**config.mk**
```make
export PLATFORM = sky130hd
export DESIGN_NAME = gregorian_day_number_converter_unit
export DESIGN_NICKNAME = d
export VERILOG_FILES = /design/src/rtl/gdnc_pkg.sv /design/src/rtl/gregorian_day_number_converter_unit.sv
export SDC_FILE = /design/constraint.sdc
export NUM_CORES = 2
export LEC_CHECK = 0
export BUFFER_PORTS_ARGS = -buffer_cell sky130_fd_sc_hd__buf_2
export CAP_MARGIN = 20
export CORE_MARGIN = 2
export CORE_UTILIZATION = 60
export CTS_CLUSTER_DIAMETER = 200
export CTS_CLUSTER_SIZE = 24
export DETAILED_ROUTE_END_ITERATION = 7
export PLACE_DENSITY = 0.87
export SLEW_MARGIN = 40
export SYNTH_ARGS = -nofsm -noshare
export SYNTH_HDL_FRONTEND = slang
export SYNTH_SLANG_ARGS = --single-unit
export TNS_END_PERCENT = 20
```
**constraint.sdc**
```tcl
create_clock -name clk -period 48.6 [get_ports clk]
set_input_delay 9.72 -clock clk [delete_from_list [all_inputs] [get_ports clk]]
set_output_delay 9.72 -clock clk [all_outputs]
set_load 0.01 [all_outputs]
```
**src/rtl/gdnc_pkg.sv**
```systemverilog
// ----------------------------------------------------------------------------
// gdnc_pkg
// Types, constants and small arithmetic helpers for the Gregorian day number
// converter (March-based serial day numbers, day 0 is 0000-03-01).
// ----------------------------------------------------------------------------
package gdnc_pkg;

	localparam int MODE_W  = 3;
	localparam int YEAR_W  = 14;
	localparam int MONTH_W = 4;
	localparam int DAY_W   = 5;
	localparam int DNUM_W  = 22;
	localparam int NUM_W   = 25;	// signed working width of day numbers

	localparam logic [MODE_W-1:0] MODE_TO_NUM   = 3'd0;
	localparam logic [MODE_W-1:0] MODE_FROM_NUM = 3'd1;
	localparam logic [MODE_W-1:0] MODE_NEXT     = 3'd2;
	localparam logic [MODE_W-1:0] MODE_PREV     = 3'd3;
	localparam logic [MODE_W-1:0] MODE_BACK     = 3'd4;

	localparam logic [DNUM_W-1:0] DAY_NUMBER_MAX  = 22'd3652364;
	localparam logic [DNUM_W-1:0] DAYS_10K_YEARS  = 22'd3652425;
	localparam logic [13:0]       EST_SCALE       = 14'd10000;
	localparam logic [13:0]       EST_BIAS        = 14'd14780;
	localparam logic [23:0]       RECIP_YEAR      = 24'd11759221;	// 2^32 / 365.2425
	localparam logic [12:0]       RECIP25         = 13'd5243;		// 2^17 / 25
	localparam logic [14:0]       YEAR_BIAS       = 15'd400;
	localparam logic signed [NUM_W-1:0] DAYS_400_YEARS = 25'sd146097;
	localparam int                MI_LAST         = 16;

	// result side data that rides along after the day number is final
	typedef struct packed {
		logic [DNUM_W-1:0]  dnum;
		logic               flag;
		logic               uf;
		logic [YEAR_W-1:0]  year;
		logic [MONTH_W-1:0] month;
		logic [DAY_W-1:0]   day;
	} tail_t;

	// month index counted from March, 0..11
	function automatic logic [3:0] march_month(input logic [3:0] month);
		logic [3:0] m;
		priority if (month < 4'd3) begin
			m = month + 4'd9;
		end else if (month < 4'd15) begin
			m = month - 4'd3;
		end else begin
			m = 4'd0;
		end
		return m;
	endfunction

	// (306 * k + 5) / 10
	function automatic logic [8:0] month_start(input logic [4:0] k);
		logic [8:0] s;
		unique case (k)
			5'd0:    s = 9'd0;
			5'd1:    s = 9'd31;
			5'd2:    s = 9'd61;
			5'd3:    s = 9'd92;
			5'd4:    s = 9'd122;
			5'd5:    s = 9'd153;
			5'd6:    s = 9'd184;
			5'd7:    s = 9'd214;
			5'd8:    s = 9'd245;
			5'd9:    s = 9'd275;
			5'd10:   s = 9'd306;
			5'd11:   s = 9'd337;
			5'd12:   s = 9'd367;
			5'd13:   s = 9'd398;
			5'd14:   s = 9'd428;
			5'd15:   s = 9'd459;
			5'd16:   s = 9'd490;
			default: s = 9'd0;
		endcase
		return s;
	endfunction

	// exact floor(x / 25) for x below 4200
	function automatic logic [7:0] div25(input logic [12:0] x);
		logic [25:0] p;
		p = 26'(x) * 26'(RECIP25);
		return p[24:17];
	endfunction

	// day number of March 1 of year (yb - 400), yb >= 399
	function automatic logic signed [NUM_W-1:0] year_start(input logic [14:0] yb,
		input logic [7:0] q100, input logic [7:0] q400);
		logic [23:0] t;
		t = 24'(yb) * 24'd365 + 24'(yb[14:2]) - 24'(q100) + 24'(q400);
		return $signed({1'b0, t}) - DAYS_400_YEARS;
	endfunction

endpackage

```
**src/rtl/gregorian_day_number_converter_unit.sv**
```systemverilog
// ----------------------------------------------------------------------------
// gregorian_day_number_converter_unit
// Date <-> March-based day number conversion, next/previous day and
// subtraction of a day count, with clamping to 0000-03-01 .. 9999-12-31.
// ----------------------------------------------------------------------------
// channel  handshake            payload
// request  in_valid / in_ready  mode, in_year, in_month, in_day,
//                               in_day_number, days_back
// result   out_valid/out_ready  out_year, out_month, out_day,
//                               out_day_number, range_flag
//
// Eleven register stages, s1 .. s11; a request passes through each in turn
// and its result is held on the result port from s11. One request per cycle
// is taken unless the result side stalls the pipe.
// The whole pipe advances together; out_ready low with a result waiting
// holds every stage and drops in_ready.
// arst_n clears only the stage valid bits.
// ----------------------------------------------------------------------------
module gregorian_day_number_converter_unit (
	input  logic                         clk,
	input  logic                         arst_n,
	input  logic                         in_valid,
	output logic                         in_ready,
	input  logic [gdnc_pkg::MODE_W-1:0]  mode,
	input  logic [gdnc_pkg::YEAR_W-1:0]  in_year,
	input  logic [gdnc_pkg::MONTH_W-1:0] in_month,
	input  logic [gdnc_pkg::DAY_W-1:0]   in_day,
	input  logic [gdnc_pkg::DNUM_W-1:0]  in_day_number,
	input  logic [gdnc_pkg::DNUM_W-1:0]  days_back,
	output logic                         out_valid,
	input  logic                         out_ready,
	output logic [gdnc_pkg::YEAR_W-1:0]  out_year,
	output logic [gdnc_pkg::MONTH_W-1:0] out_month,
	output logic [gdnc_pkg::DAY_W-1:0]   out_day,
	output logic [gdnc_pkg::DNUM_W-1:0]  out_day_number,
	output logic                         range_flag
);
	import gdnc_pkg::*;

	logic adv;
	logic vld_s1, vld_s2, vld_s3, vld_s4, vld_s5, vld_s6;
	logic vld_s7, vld_s8, vld_s9, vld_s10, vld_s11;

	assign adv      = ~vld_s11 | out_ready;
	assign in_ready = adv;

	always_ff @(posedge clk or negedge arst_n) begin
		if (!arst_n) begin
			vld_s1  <= 1'b0;
			vld_s2  <= 1'b0;
			vld_s3  <= 1'b0;
			vld_s4  <= 1'b0;
			vld_s5  <= 1'b0;
			vld_s6  <= 1'b0;
			vld_s7  <= 1'b0;
			vld_s8  <= 1'b0;
			vld_s9  <= 1'b0;
			vld_s10 <= 1'b0;
			vld_s11 <= 1'b0;
		end else if (adv) begin
			vld_s1  <= in_valid;
			vld_s2  <= vld_s1;
			vld_s3  <= vld_s2;
			vld_s4  <= vld_s3;
			vld_s5  <= vld_s4;
			vld_s6  <= vld_s5;
			vld_s7  <= vld_s6;
			vld_s8  <= vld_s7;
			vld_s9  <= vld_s8;
			vld_s10 <= vld_s9;
			vld_s11 <= vld_s10;
		end
	end

	// ---- s1: March month, biased year, century quotients
	logic [3:0]  m_c;
	logic [14:0] yb_c;
	logic signed [9:0] dm_c;

	logic [MODE_W-1:0]  mode_s1;
	logic [YEAR_W-1:0]  year_s1;
	logic [MONTH_W-1:0] month_s1;
	logic [DAY_W-1:0]   day_s1;
	logic [DNUM_W-1:0]  dnum_s1, back_s1;
	logic [14:0]        yb_s1;
	logic [7:0]         q100_s1, q400_s1;
	logic signed [9:0]  dm_s1;

	always_comb begin
		m_c  = march_month(in_month);
		yb_c = 15'(in_year) + YEAR_BIAS - 15'(m_c >= 4'd10);
		dm_c = $signed({1'b0, month_start({1'b0, m_c})}) + $signed({5'b0, in_day}) - 10'sd1;
	end

	always_ff @(posedge clk) begin
		if (adv) begin
			mode_s1  <= mode;
			year_s1  <= in_year;
			month_s1 <= in_month;
			day_s1   <= in_day;
			dnum_s1  <= in_day_number;
			back_s1  <= days_back;
			yb_s1    <= yb_c;
			q100_s1  <= div25(yb_c[14:2]);
			q400_s1  <= div25(13'(yb_c[14:4]));
			dm_s1    <= dm_c;
		end
	end

	// ---- s2: day number of the input date
	logic [MODE_W-1:0]  mode_s2;
	logic [YEAR_W-1:0]  year_s2;
	logic [MONTH_W-1:0] month_s2;
	logic [DAY_W-1:0]   day_s2;
	logic [DNUM_W-1:0]  dnum_s2, back_s2;
	logic signed [NUM_W-1:0] ndate_s2;

	always_ff @(posedge clk) begin
		if (adv) begin
			mode_s2  <= mode_s1;
			year_s2  <= year_s1;
			month_s2 <= month_s1;
			day_s2   <= day_s1;
			dnum_s2  <= dnum_s1;
			back_s2  <= back_s1;
			ndate_s2 <= year_start(yb_s1, q100_s1, q400_s1)
				+ $signed({{(NUM_W-10){dm_s1[9]}}, dm_s1});
		end
	end

	// ---- s3: mode, underflow, clamp
	logic signed [NUM_W-1:0] t_c, nsel_c, ncl_c;
	logic uf_c;
	tail_t tail_c, tail_s3;

	always_comb begin
		t_c  = ndate_s2 - $signed({3'b0, back_s2});
		uf_c = (mode_s2 == MODE_BACK) && t_c[NUM_W-1];
		priority if (mode_s2 == MODE_FROM_NUM) begin
			nsel_c = $signed({3'b0, dnum_s2});
		end else if (mode_s2 == MODE_NEXT) begin
			nsel_c = ndate_s2 + 25'sd1;
		end else if (mode_s2 == MODE_PREV) begin
			nsel_c = ndate_s2 - 25'sd1;
		end else if (mode_s2 == MODE_BACK) begin
			nsel_c = t_c;
		end else begin
			nsel_c = ndate_s2;
		end
		ncl_c = uf_c ? ndate_s2 : nsel_c;

		tail_c.uf    = uf_c;
		tail_c.year  = year_s2;
		tail_c.month = month_s2;
		tail_c.day   = day_s2;
		priority if (ncl_c[NUM_W-1]) begin
			tail_c.dnum = '0;
			tail_c.flag = 1'b1;
		end else if (ncl_c > $signed({3'b0, DAY_NUMBER_MAX})) begin
			tail_c.dnum = DAY_NUMBER_MAX;
			tail_c.flag = 1'b1;
		end else begin
			tail_c.dnum = ncl_c[DNUM_W-1:0];
			tail_c.flag = uf_c;
		end
	end

	always_ff @(posedge clk) begin
		if (adv) begin
			tail_s3 <= tail_c;
		end
	end

	// ---- s4: year estimate by reciprocal, may be one low
	logic [45:0] est_c;
	logic [13:0] q0_s4;
	tail_t tail_s4;

	assign est_c = 46'(tail_s3.dnum) * 46'(RECIP_YEAR);

	always_ff @(posedge clk) begin
		if (adv) begin
			q0_s4   <= est_c[45:32];
			tail_s4 <= tail_s3;
		end
	end

	// ---- s5: (q0 + 1) * 3652425 against 10000 n + 14780
	logic [13:0] q0_s5;
	logic [35:0] prodp_s5, x_s5;
	tail_t tail_s5;

	always_ff @(posedge clk) begin
		if (adv) begin
			q0_s5    <= q0_s4;
			prodp_s5 <= (36'(q0_s4) + 36'd1) * 36'(DAYS_10K_YEARS);
			x_s5     <= 36'(tail_s4.dnum) * 36'(EST_SCALE) + 36'(EST_BIAS);
			tail_s5  <= tail_s4;
		end
	end

	// ---- s6: exact quotient
	logic [YEAR_W-1:0] y_s6;
	tail_t tail_s6;

	always_ff @(posedge clk) begin
		if (adv) begin
			y_s6    <= q0_s5 + 14'(x_s5 >= prodp_s5);
			tail_s6 <= tail_s5;
		end
	end

	// ---- s7: century quotients for year y and y - 1
	logic [14:0] ya_c, yb1_c;
	logic [14:0] ya_s7, yb_s7;
	logic [7:0]  qa100_s7, qa400_s7, qb100_s7, qb400_s7;
	logic [YEAR_W-1:0] y_s7;
	tail_t tail_s7;

	assign ya_c  = 15'(y_s6) + YEAR_BIAS;
	assign yb1_c = ya_c - 15'd1;

	always_ff @(posedge clk) begin
		if (adv) begin
			ya_s7    <= ya_c;
			yb_s7    <= yb1_c;
			qa100_s7 <= div25(ya_c[14:2]);
			qa400_s7 <= div25(13'(ya_c[14:4]));
			qb100_s7 <= div25(yb1_c[14:2]);
			qb400_s7 <= div25(13'(yb1_c[14:4]));
			y_s7     <= y_s6;
			tail_s7  <= tail_s6;
		end
	end

	// ---- s8: year start days
	logic signed [NUM_W-1:0] ysa_s8, ysb_s8;
	logic [YEAR_W-1:0] y_s8;
	tail_t tail_s8;

	always_ff @(posedge clk) begin
		if (adv) begin
			ysa_s8  <= year_start(ya_s7, qa100_s7, qa400_s7);
			ysb_s8  <= year_start(yb_s7, qb100_s7, qb400_s7);
			y_s8    <= y_s7;
			tail_s8 <= tail_s7;
		end
	end

	// ---- s9: day within the March year
	logic signed [NUM_W-1:0] da_c, db_c;
	logic [8:0] ddd_s9;
	logic [YEAR_W-1:0] yr_s9;
	tail_t tail_s9;

	assign da_c = $signed({3'b0, tail_s8.dnum}) - ysa_s8;
	assign db_c = $signed({3'b0, tail_s8.dnum}) - ysb_s8;

	always_ff @(posedge clk) begin
		if (adv) begin
			ddd_s9  <= da_c[NUM_W-1] ? db_c[8:0] : da_c[8:0];
			yr_s9   <= da_c[NUM_W-1] ? y_s8 - 14'd1 : y_s8;
			tail_s9 <= tail_s8;
		end
	end

	// ---- s10: month index from March
	logic [4:0] mi_c, mi_s10;
	logic [8:0] ddd_s10;
	logic [YEAR_W-1:0] yr_s10;
	tail_t tail_s10;

	always_comb begin
		mi_c = '0;
		for (int k = 1; k <= MI_LAST; k++) begin
			mi_c = mi_c + 5'(ddd_s9 >= month_start(5'(k)));
		end
	end

	always_ff @(posedge clk) begin
		if (adv) begin
			mi_s10   <= mi_c;
			ddd_s10  <= ddd_s9;
			yr_s10   <= yr_s9;
			tail_s10 <= tail_s9;
		end
	end

	// ---- s11: calendar fields, output register
	logic [4:0] mi2_c;
	logic       wrap_c;
	logic [8:0] dd_c;
	logic [YEAR_W-1:0]  year_s11;
	logic [MONTH_W-1:0] month_s11;
	logic [DAY_W-1:0]   day_s11;
	logic [DNUM_W-1:0]  dnum_s11;
	logic               flag_s11;

	always_comb begin
		mi2_c  = mi_s10 + 5'd2;
		wrap_c = mi2_c >= 5'd12;
		dd_c   = ddd_s10 - month_start(mi_s10) + 9'd1;
	end

	always_ff @(posedge clk) begin
		if (adv) begin
			dnum_s11 <= tail_s10.dnum;
			flag_s11 <= tail_s10.flag;
			if (tail_s10.uf) begin
				year_s11  <= tail_s10.year;
				month_s11 <= tail_s10.month;
				day_s11   <= tail_s10.day;
			end else begin
				year_s11  <= yr_s10 + 14'(wrap_c);
				month_s11 <= 4'(wrap_c ? mi2_c - 5'd12 : mi2_c) + 4'd1;
				day_s11   <= dd_c[4:0];
			end
		end
	end

	assign out_valid      = vld_s11;
	assign out_year       = year_s11;
	assign out_month      = month_s11;
	assign out_day        = day_s11;
	assign out_day_number = dnum_s11;
	assign range_flag     = flag_s11;

	// ---- checks
	a_dnum_range: assert property (@(posedge clk) disable iff (!arst_n)
		out_valid |-> out_day_number <= DAY_NUMBER_MAX)
		else $error("day number beyond range");

	a_year_est: assert property (@(posedge clk) disable iff (!arst_n)
		vld_s6 |-> y_s6 <= 14'd10000)
		else $error("year estimate out of range");

	a_day_in_year: assert property (@(posedge clk) disable iff (!arst_n)
		vld_s9 |-> ddd_s9 <= 9'd365)
		else $error("day within year out of range");

	a_date_ok: assert property (@(posedge clk) disable iff (!arst_n)
		out_valid && !range_flag |-> out_month >= 4'd1 && out_month <= 4'd12
			&& out_day != 5'd0)
		else $error("malformed date without range flag");

endmodule

```
* After elaboration in Yosys (flattened, before gate mapping)
Memories as Yosys holds them, arrays and structs flattened. A register that Yosys moved wholly into a read port is not among the register bits. Index checks and enable logic that the tools add are counted.
Word-level totals: flip-flop bits (word level) 921, bits in latches 0, memory bits (writable) 0, bits in read-only memories 432, bits of input ports 74, output and inout port bits 48, word-level logic and storage cells 212, memories 2
Cells by class: add/subtract/negate cells 51, multipliers 12, divide/modulo/power cells 0, $lt $le $gt $ge 22, equality and inequality tests 4, shifts and indexed selects 0, mux-type cells 15, bitwise gates (word level) 2, reduce and logical (&&, ||, !) cells 2
Memories:
- (name not given) | depth 32, width 9, read ports 1, clocked after Yosys merged registers in 1, wr ports 0, RTL line gdnc_pkg.sv:57 | unique case (k)
- (name not given) | depth 16, width 9, read ports 1, clocked after Yosys merged registers in 0, wr ports 0, RTL line gdnc_pkg.sv:57
Operators by type and width (number):
- two-way mux 25 bit | 5
- multiplier 13 x 13 -> 25 bit (second input constant) | 3
- >= comparator 9 bit (second input constant) | 8
- multiplier 11 x 13 -> 24 bit (second input constant) | 3
- adder 5 x 1 -> 5 bit | 11
- subtractor 24 x 18 -> 25 bit (second input constant) | 2
- adder 24 x 13 -> 24 bit | 2
- adder 24 x 7 -> 24 bit | 2
- multiplier 15 x 9 -> 24 bit (second input constant) | 2
- subtractor 24 x 8 -> 24 bit | 2
- multiplier 22 x 24 -> 46 bit (second input constant) | 1
- adder 36 x 14 -> 36 bit (second input constant) | 1
- >= comparator 36 bit | 1
- >= comparator 9 x 8 -> 1 bit (second input constant) | 4
- multiplier 15 x 22 -> 36 bit (second input constant) | 1
- multiplier 22 x 10 -> 32 bit (second input constant) | 1
- adder 14 x 9 -> 15 bit (second input constant) | 2
- adder 14 x 1 -> 14 bit | 2
- two-way mux 14 bit | 2
- adder 25 x 10 -> 25 bit | 1
- adder 25 x 2 -> 25 bit (second input constant) | 1
- > comparator 25 x 23 -> 1 bit (second input constant) | 1
- subtractor 23 x 25 -> 25 bit | 1
- subtractor 25 x 2 -> 25 bit (second input constant) | 1
- other kinds (42) | 48

* Logic depth before layout (Yosys ltp)
word-level depth 17, mapped depth 41, mapped depth without buffers 40

* Worst setup path after synthesis
Ideal clock, no wire load.
kind in2out, from input out_ready, to output in_ready, data arrival time 34.371 ns, data required time 38.880 ns, slack 4.509 ns, stages on the path 4, buffers on the path 2, cell sequence nor2b_1 clkbuf_1 inv_2 buf_1
Between the ends: word-level cells in the longest chain between the ends 1
Ends and longest elaborated chain:
- start: declaration | RTL line gregorian_day_number_converter_unit.sv:31 | input logic out_ready,
- OR 1 bit | RTL line gregorian_day_number_converter_unit.sv:44 | assign adv = ~vld_s11 | out_ready;
- end: declaration | RTL line gregorian_day_number_converter_unit.sv:23 | output logic in_ready,
No other way between the ends.

* Final worst setup path
Ends and elaborated chain as after synthesis.

==> metrics.md <==
| Metric | Value |
|---|---|
| Cell repeated most along the worst path | buf_2 |
| Top-count cell post-synth | inv_1 |
| Site Rows | 135 |
| Clock Path Buffers | 3 |
| Hold depth | 0 |
| R2R Path Start | y_s6[4] |
| RSZ-0062 raised after global routing | false |
| EDFF count, synth | 898 |
| Max Freq | between 40 and 50 MHz |
| Drt initial violations | between 3000 and 4000 |
| Top post-synthesis cells by area | edfxtp_1 33%, fa_1 22%, ha_1 19%, inv_1 7.9%, xnor2_1 2.7% |
| First-pass GRT wire length | between 200000 and 300000 um |
| Synth Net Count | about 9400 |
| Placer Congestion | approximately 0.94 |
| Seq/Total Area, Yosys | between 30 and 40% |
| Tmin final | around 21000 ps |
| Core area | between 100000 and 150000 sq um |
| Die X | 375 um |
| Largest net degree at the start of global routing | around 180 |
| Final worst slack | approximately 28000 ps |
| Setup-failing EPs final | 0 |
| CTS Hold Bufs | 0 |
| CTS Buf Count | between 40 and 50 |
| Max Fanout on Critical Path | 69 |
| Nets@finish | 9540 |
| Seq. cell area | 27300 sq um |
| Port Buffers | around 120 |
| Worst hold-check path type | flip-flop to flip-flop |
| Post-CTS Setup Bufs | 0 |
| Kind of critical path | primary input to output port |
| Share of layout cells above drive strength 1 | 4.06% |
| Post-Syn Instances | 7142 |
| Die span in y | between 300 and 400 um |
| Syn avg cell area | between 10 and 15 sq um |
| HP Start | back_s1[17] |
| Post-DRT Antenna Nets | 0 |
| Cell variety after synth | 98 |
| Number of remaining DRC errors | 1 |
| Initial core utilization | roughly 60% |
| DIE AREA | between 100000 and 150000 sq um |
| Worst-Margin Slew | roughly 850 ps |
| TritonCTS clock tree | yes |
| Area of the multi-input gates | between 40000 and 50000 sq um |
| Mapped Area | ~82000 sq um |
| FF+latch count, synth | 914 |
| Crit path max-delay family | buffers and inverters |
| Final hold violation count | 0 |
| Worst EP required | 38880 ps |
| Top_reg_cell synth | edfxtp_1 |
| Final wirelength | ~180000 um |
| R2R cell count | 29 |
| Synth top area share | roughly a third |
| Startpoint types | primary input |
| Violations in the final reports | design-rule violations |
| Area growth syn-to-layout | 5.27% |
| Post_cts resized | 0 |
| Critical path's slowest cell | buf_2 |
| Crit path cell chain | buf_2 > nor2b_1 > buf_4 > inv_8 > buf_2 |
| Worst-Skew Late Latency | between 600 and 700 ps |
| Clock-pin transition on the worst setup and hold timing paths | 120 ps |
| Total of max-cap violations | 0 |
| WHS | around 400 ps |
| Clock skew | ~36 ps |
| Synth cell count leaders | 1725 x inv_1, 1276 x ha_1, 910 x fa_1 |
| N_diodes | 0 |
| Vias per inst | around 5.7 |
| WP data arrival | between 10000 and 15000 ps |
| Fillcell total | between 9000 and 10000 |
| Asr flop ratio synth | roughly 1.2% |
| Via count | a little over 50000 |
| Critical Path Max Stage Delay | roughly 380 ps |
| Max-slew violations | 0 |
| Remaining Overflow, GRT | 0 |
| Crit. End Element | output port |
| Outcome | finished with violations |
| Worst Setup SP | out_ready |
| Setup TNS | 0 ps |
| CTS Sinks | 914 |
| Overall Global Routing Usage | around 26% |
| Worst slack at placement | 28060 ps |
| Initial antenna violation count | 0 |
| Crit path depth | 5 |
| Yosys top cell by area | edfxtp_1 |
| Vias in the first global route | 55200 |
| Hpwl dp | approximately 140000 um |
| Rel. slew slack | 43.1% |
| YS warnings | 0 |
| Boundary pin count | around 120 |
| DR pass1 iterations | 8 |
| Drt wl/cell | 19.3 um |
| H-tree depth | 2 |
| Fin crit share | a little over two fifths |
| Root Buffer | clkbuf_16 |
| Buf/Inv on CP | 4 |
placed cells by master, fill, tap and decap left out, types with 19 or more instances in the layout:
cell type / instances
a21oi_1: 220
nand2b_1: 42
a211oi_1: 31
or3_1: 31
nand2_1: 232
nor3_1: 101
xnor2_1: 246
ha_1: 1276
and3_1: 43
xor2_1: 120
a31oi_1: 26
nand4_1: 25
o21ai_0: 173
o31ai_1: 19
nor2_1: 245
nor2b_1: 48
buf_2: 121
fa_1: 910
mux2i_1: 21
clkbuf_16: 45
edfxtp_1: 898
nor4_1: 19
inv_1: 1725
nand3_1: 89
buf_4: 40
a21o_1: 89
o21a_1: 50
o21bai_1: 23
worst reg2reg max path, delay by kind of cell, from the launching register on:
kind	cells	cell delay (ps)
and+or+nand+nor	6	990
AOI/OAI and AO/OA	9	1930
adders and majority gates	7	2980
xor gates and xnor gates	3	1220
DFF	1	700
buffers and inverters	4	480
state kept, by name, indices dropped and copies added, names as in the netlist, 36 cells and up, named ones only:
register  flops
tail_s8      47
tail_s3      47
tail_s10     47
tail_s4      47
prodp_s5     36
tail_s7      47
tail_s5      47
tail_s9      47
tail_s6      47
through the flow:
step / std cells / utilization, % / instance area (sq um)
after detailed placement: 9014 / 62.9 / 85400
after CTS: 9072 / 63.8 / 86700
after global routing: 9073 / 63.9 / 86700
after global placement: 9014 / 62.8 / 85300
after floorplan: 7142 / - / 82400
final: 9073 / 63.9 / 86700
metal layers:
layer / GRT usage [%] / share of wire [%]
met5: 0 / 0
met4: 9.93 / 4.4
met3: 3.06 / 5.4
met2: 45.4 / 51
met1: 31.9 / 39
cells by family (layout without fill, tap and decap cells):
kind of cell,after synthesis,in the layout,synth area share (%)
flip-flops,914,914,33.2
AO/OA/AOI/OAI,852,852,6.84
buffers and inverters,1806,1956,8.24
adder cells (fa/ha/maj),2187,2187,41.5
multiplexers,30,30,0.378
XOR/XNOR,379,379,4.05
AND/OR/NAND/NOR,974,974,5.80
area by class of cell:
cell class | instances | share of cell area, %
inverter | 1728 | 7.49
tap | 1781 | 2.57
clock inverter | 3 | 0.0880
timing repair buffer | 170 | 1.19
sequential | 914 | 31.5
multi-input combinational | 4422 | 55.8
clock buffer | 55 | 1.34
final timing paths:
check                                    to  slack (ps)
worst max-delay path               in_ready       28030
worst min-delay path            back_s2[17]         390
worst max register to register  qb400_s7[6]       40100
worst min register to register  back_s2[17]         390
max in group asynchronous            vld_s8       39510
min in group asynchronous         out_valid        8890
Power is not shown: default switching activity piles up to over one toggle a cycle in this logic, so the estimate is an artifact.
